### config.mk
export PLATFORM = sky130hd
export DESIGN_NAME = rls_ram
export DESIGN_NICKNAME = d
export VERILOG_FILES = /design/src/hdl/rls_ram.sv
export SDC_FILE = /design/constraint.sdc
export NUM_CORES = 2
export LEC_CHECK = 0
export ABC_AREA = 1
export BUFFER_PORTS_ARGS = -buffer_cell sky130_fd_sc_hd__buf_2
export CAP_MARGIN = 10
export CORE_UTILIZATION = 45
export CTS_BUF_LIST = sky130_fd_sc_hd__clkbuf_8
export CTS_CLUSTER_DIAMETER = 200
export CTS_CLUSTER_SIZE = 12
export DETAILED_ROUTE_END_ITERATION = 16
export GPL_TIMING_DRIVEN = 0
export HOLD_SLACK_MARGIN = 0.03
export PLACE_DENSITY = 0.57
export RECOVER_POWER = 100
export SYNTH_ARGS = -nofsm -noshare
export SYNTH_HDL_FRONTEND = slang
export SYNTH_SLANG_ARGS = --single-unit
### constraint.sdc
create_clock -name clk -period 2 [get_ports clk]
set_clock_uncertainty 0.15 [all_clocks]
set_input_delay 0.1 -clock clk [delete_from_list [all_inputs] [get_ports clk]]
set_output_delay 0.1 -clock clk [all_outputs]
set_load 0.02 [all_outputs]
### src/hdl/rls_ram.sv
module rls_ram #(
  parameter int WIDTH = 8,
  parameter int DEPTH = 256
) (
  input  logic                     clk,
  input  logic                     we,
  input  logic [$clog2(DEPTH)-1:0] waddr,
  input  logic [WIDTH-1:0]         wdata,
  input  logic [$clog2(DEPTH)-1:0] raddr,
  output logic [WIDTH-1:0]         rdata
);

  logic [WIDTH-1:0] mem [DEPTH];

  always_ff @(posedge clk) begin
    if (we) begin
      mem[waddr] <= wdata;
    end
    rdata <= mem[raddr];
  end

endmodule

# Word level (Yosys, flattened, before mapping)
# Memories as Yosys holds them, arrays and structs flattened. A register that Yosys moved wholly into a read port is not among the register bits.
# Cells that the tools add are included.
# W data, S select, Z words.
[word_totals] reg_bits=0 mem_bits_rw=2048 input_bits=26 output_inout_bits=8 word_cells=3 mem_count=1
[memory_table] memory="mem" depth=256 width=8 read_ports=1 rd_ports_with_merged_regs=1 wr=1 line_no="13" source="logic [WIDTH-1:0] mem [DEPTH];"
[classes] muxes=2
[op_table] cell="$mux W1" count=2

# Logic depth before layout (Yosys ltp)
[depth] word_depth=2 mapped_depth=15 mapped_depth_nobuf=11

# Least setup slack after synthesis
# No wires, ideal clock.
[synth_timing] path_kind="input to register" start="in we" end="mem mem[162][0] (enable)" setup_ps=370 t_arrival_ps=1221 required_time_ps=1480 path_slack_ps=259 path_stages=4 n_path_buf=2 path_cell_list="clkbuf_1 nand3_1 clkbuf_1 nor2_1"
[synth_via] elab_chain_len=2
[synth_lines] item="start: declaration" line_no="6" source="input logic we,"
[synth_lines] item="$mux W1" line_no="16" source="if (we) begin"
[synth_lines] item="$mux W1 (not written as such)" line_no="17" source="mem[waddr] <= wdata;"
[synth_lines] item="end: declaration" line_no="13"
# No other way between the ends.

# Final worst setup path
[layout_timing] start="in waddr[5]" end="mem mem[171][5] (enable)"
[layout_lines] item="start: declaration" line_no="7" source="input logic [$clog2(DEPTH)-1:0] waddr,"
# Straight into the memory's write port.

==> results.txt <==
- Total global routing track utilization: 0.3841
- TritonCTS built the clock tree.
* Kind of capture point of the worst setup path: flip-flop
- After synthesis, the most frequently instantiated cells are 2,123 x nand2_1, 2,048 x edfxtp_1, 2,019 x nand3_1.
* Run status: finished with violations
- The tool flagged a number of max-cap violations equal to 5.
* Clock network latency to the later pin of the worst-skew pair: approximately 1.1 ns
- Post-route insts no fill: 9,859
- Power density normalized to cell area: around 850 mW/mm2
* Share of post-route cells with drive strength above 1: 0.1262
- The number of cells on the worst reg-to-reg path is 10.
* Vert. Die Dim: approximately 430 um
- Leading register cell type out of synthesis: edfxtp_1
- Once detail routing completed, the nets flagged for antenna violations numbered 0.
- XOR/XNOR share of the synthesized area: 0
- The area fraction in compound gates after synthesis is 0.
* Site Rows: roughly 160
- Final cycle utilization of the critical path: 1.139
* Final Max Slew Viols: about 600
- The first global-routing pass estimated 479,800 um of wire.
- Counting every instance in the synthesized netlist gives approximately 7,000.
- Buffers from clock root to sink, at most: 3
- Die width: approximately 430 um
* Number of detailed-routing iterations run before antenna repair: 8
- Worst reg-to-reg setup slack: -0.13 ns
- Setup violations remaining at the end of the flow were counted as between 1,000 and 1,500.
- Vias per inst: between 6 and 7
- Counting every net in the synthesized netlist gives 7,029.
* Detailed-route DRC error count: 0
- Of the total synthesized cell area, the portion taken by full adders, half adders and majority gates is 0.
* Kind of critical path: in -> reg
* Number of fill cells: roughly 16,000
- The largest total area in the synthesized netlist belongs to edfxtp_1.
- For the pin with the worst max-slew slack, the measured transition is 1.925 ns.
* Avg WL per Cell: 36.82 um
* Root buf cell: clkbuf_8
* Data arrival time of the critical path: between 2 and 3 ns
- The floorplan step defined a die boundary enclosing around 0.19 mm2.
* Start point of the critical path: waddr[5]
- The H-tree generated during clock tree synthesis spans 4 levels.
* Initial core utilization: 0.4541
* Number of vias in the routed layout: just over 60,000
* Post-layout worst setup margin: -0.2776 ns
- Of the total synthesized cell area, the portion taken by AND, OR, NAND and NOR gates is 0.2295.
- Slew Limit Headroom: -0.2831
- The cell area that synthesis handed to floorplanning was between 0.08 and 0.09 mm2.
- Worst hold path class: in -> reg
- Final layout net count: approximately 7,400
- Final Routed Wirelength: 363,000 um
* Post-synthesis mux area share: 0
* Largest net degree at the start of global routing: about 130
- Flip-flop and latch count after synthesis: ~2,000
* Post-CTS Setup Bufs: 0
- Final Critical Period: 2.278 ns
- Reg-to-Reg Start: mem[110][7]$_DFFE_PP_
- Before CTS, the worst setup slack after placement is -1.898 ns.
* Post-synthesis async set-or-reset flop share: 0
* Number of input and output port buffers inserted: 26
- After routing, the total negative slack on setup checks comes to -92.46 ns.
- HPWL after DPL: about 250,000 um
* Capture point of the worst path: mem[171][5]$_DFFE_PP_
* Leading cell type by number of instances after synthesis: nand2_1
* Detailed router's first-iteration violation count: 10,941
- After global routing the overflow that remains totals 0.
- Sequential share of the synthesized area: 0.7394
- The worst hold path passes through 4 cells.
- Number of library cell types mapped by synthesis: 14
- LEAKAGE: 31.74 nW
- After synthesis, the largest family of logic cells by area is simple AND/OR/NAND/NOR gates.
- Including well taps, the total number of placed cells is approximately 9,500.
- Maximum ir drop on the vdd rail: roughly 0.00069 V
- The number of global-route vias before repair is ~56,000.
- Data on the critical path is required at its endpoint by between 2 and 2.5 ns.
- Number of enable-type register cells in the synthesized netlist: just over 2,000
- P&R area growth vs syn: 10.54%
- Violations in the final reports: capacitance limit, slew limit, setup timing
- Counting the buffers created by CTS gives 189.
- Synth warn: 0
- Synthesized area per cell: ~12 um2
- Number of placed I/O pins: 34
- CTS saw about 2,000 sinks.
- Clock-pin slew was measured on the worst setup and hold paths at around 0.090 ns.
- Share of Yosys cell area claimed by the top area cell type: 0.7374
- RePlAce Congestion: about 1.1
* Number of antenna violations at the first check in global routing: 25
* Upper clock frequency limit: 439.1 MHz
- Final hold violations: 0
* Largest cells by area after synthesis: edfxtp_1 74%, nand3_1 12%, nand2_1 9.6%, buf_2 1.6%, nor2_1 1.3%
* Crit start category: input pin
- Setup repair after global routing could not meet its margin everywhere.
- Maximum fanout along the worst path: 8
* End of the worst register-to-register path: rdata[7]$_DFF_P_
- Core box area: 0.1837 mm2
where the power goes:
part,total (mW),internal (mW),switching (mW)
Sequential,47.5,47.4,0.0279
Clock,23.1,8.55,14.5
Combinational,7.67,1.55,6.12
Total,78.2,57.5,20.7
critical path: stages:
cell           delay [ns]
buf_2                0.12
inv_1                0.04
nor2_1               0.45
nand3_1              0.26
dlygate4sd3_1        0.73
nor2_1               1.02
repair_timing:
item                                     CTS  global route
hold buffers                              73             5
hold endpoints to repair                2862            42
gates resized for setup                  186           217
endpoints found under the setup margin   275           458
pin swaps                                  9            35
cells in the final DEF, fill, tap and decap left out, types with 2 or more instances in the layout:
cell type        Yosys  layout
nand2_1           2123    2114
edfxtp_1          2048    2048
nand3_1           2019    1872
buf_2              268     259
clkbuf_8             0     191
nor2_1             283     169
nand3_2              0     115
nor2_2               0     106
clkbuf_1           112      85
clkbuf_2             0      71
dlygate4sd3_1        0      68
inv_1               36      58
buf_4               46      57
nand3_4              0      32
buf_6               16      25
clkbuf_4             0      23
buf_1               40      20
diode_2              0      17
buf_8                1      12
clkdlybuf4s15_2      0       8
nand2_2              0       8
nor2_4               0       8
dfxtp_1              8       8
clkinvlp_4           0       5
clkdlybuf4s15_1      0       4
inv_6                0       4
inv_2                2       2
buf_16               0       2
worst min path at each step:
| stage | startpoint | end | slack [ns] |
|---|---|---|---|
| floorplan | wdata[0] | mem[0][0]$_DFFE_PP_ | 0.05 |
| global placement | rdata[7]$_DFF_P_ | rdata[7] | 0.37 |
| detailed placement | wdata[3] | mem[110][3]$_DFFE_PP_ | 0.24 |
| CTS | raddr[7] | rdata[3]$_DFF_P_ | -0.63 |
| global route | waddr[6] | mem[49][1]$_DFFE_PP_ | -0.04 |
| finish | waddr[6] | mem[51][5]$_DFFE_PP_ | 0.02 |
layout make-up:
cell class	count	area (um2)	area share
flip-flops and latches	2056	61660	0.6688
multi-input cells	4425	20460	0.2220
well taps	2464	3083	0.03344
plain buffers	482	2659	0.02884
clock buffers	190	2615	0.02837
repair buffers	155	1361	0.01477
clock inverters	31	155.1	0.001683
inverters	39	148.9	0.001615
diodes	17	42.54	0.0004615
per-layer routing:
layer | GRT usage | routed length, um | vias up
met1 | 0.5251 | 137000 | 30902
met5 | 0.009107 | 291 | -
met4 | 0.2069 | 23110 | 18
li1 | - | - | 25418
met2 | 0.5376 | 150100 | 4735
met3 | 0.1299 | 52570 | 930
sequential cells by signal (all words and copies together) (netlist names):
register / count
rdata: 8
mem: 2048
per-stage QoR:
step	area [um2]	utilization	power [mW]	hold WS (ns)
after floorplan	83400	-	51.39	0.04887
after global placement	86610	0.4715	55.36	0.3659
after detailed placement	87690	0.4774	55.38	0.2437
after CTS	91980	0.5008	77.57	-0.6311
after global routing	92160	0.5017	79.46	-0.03613
final	92190	0.5019	78.21	0.02429
kinds of logic after synthesis:
kind of cell,count (synthesis)
buffers and inverters,522
AND/OR/NAND/NOR,4425
flip-flops,2056
(Power assumes the default switching activity.)
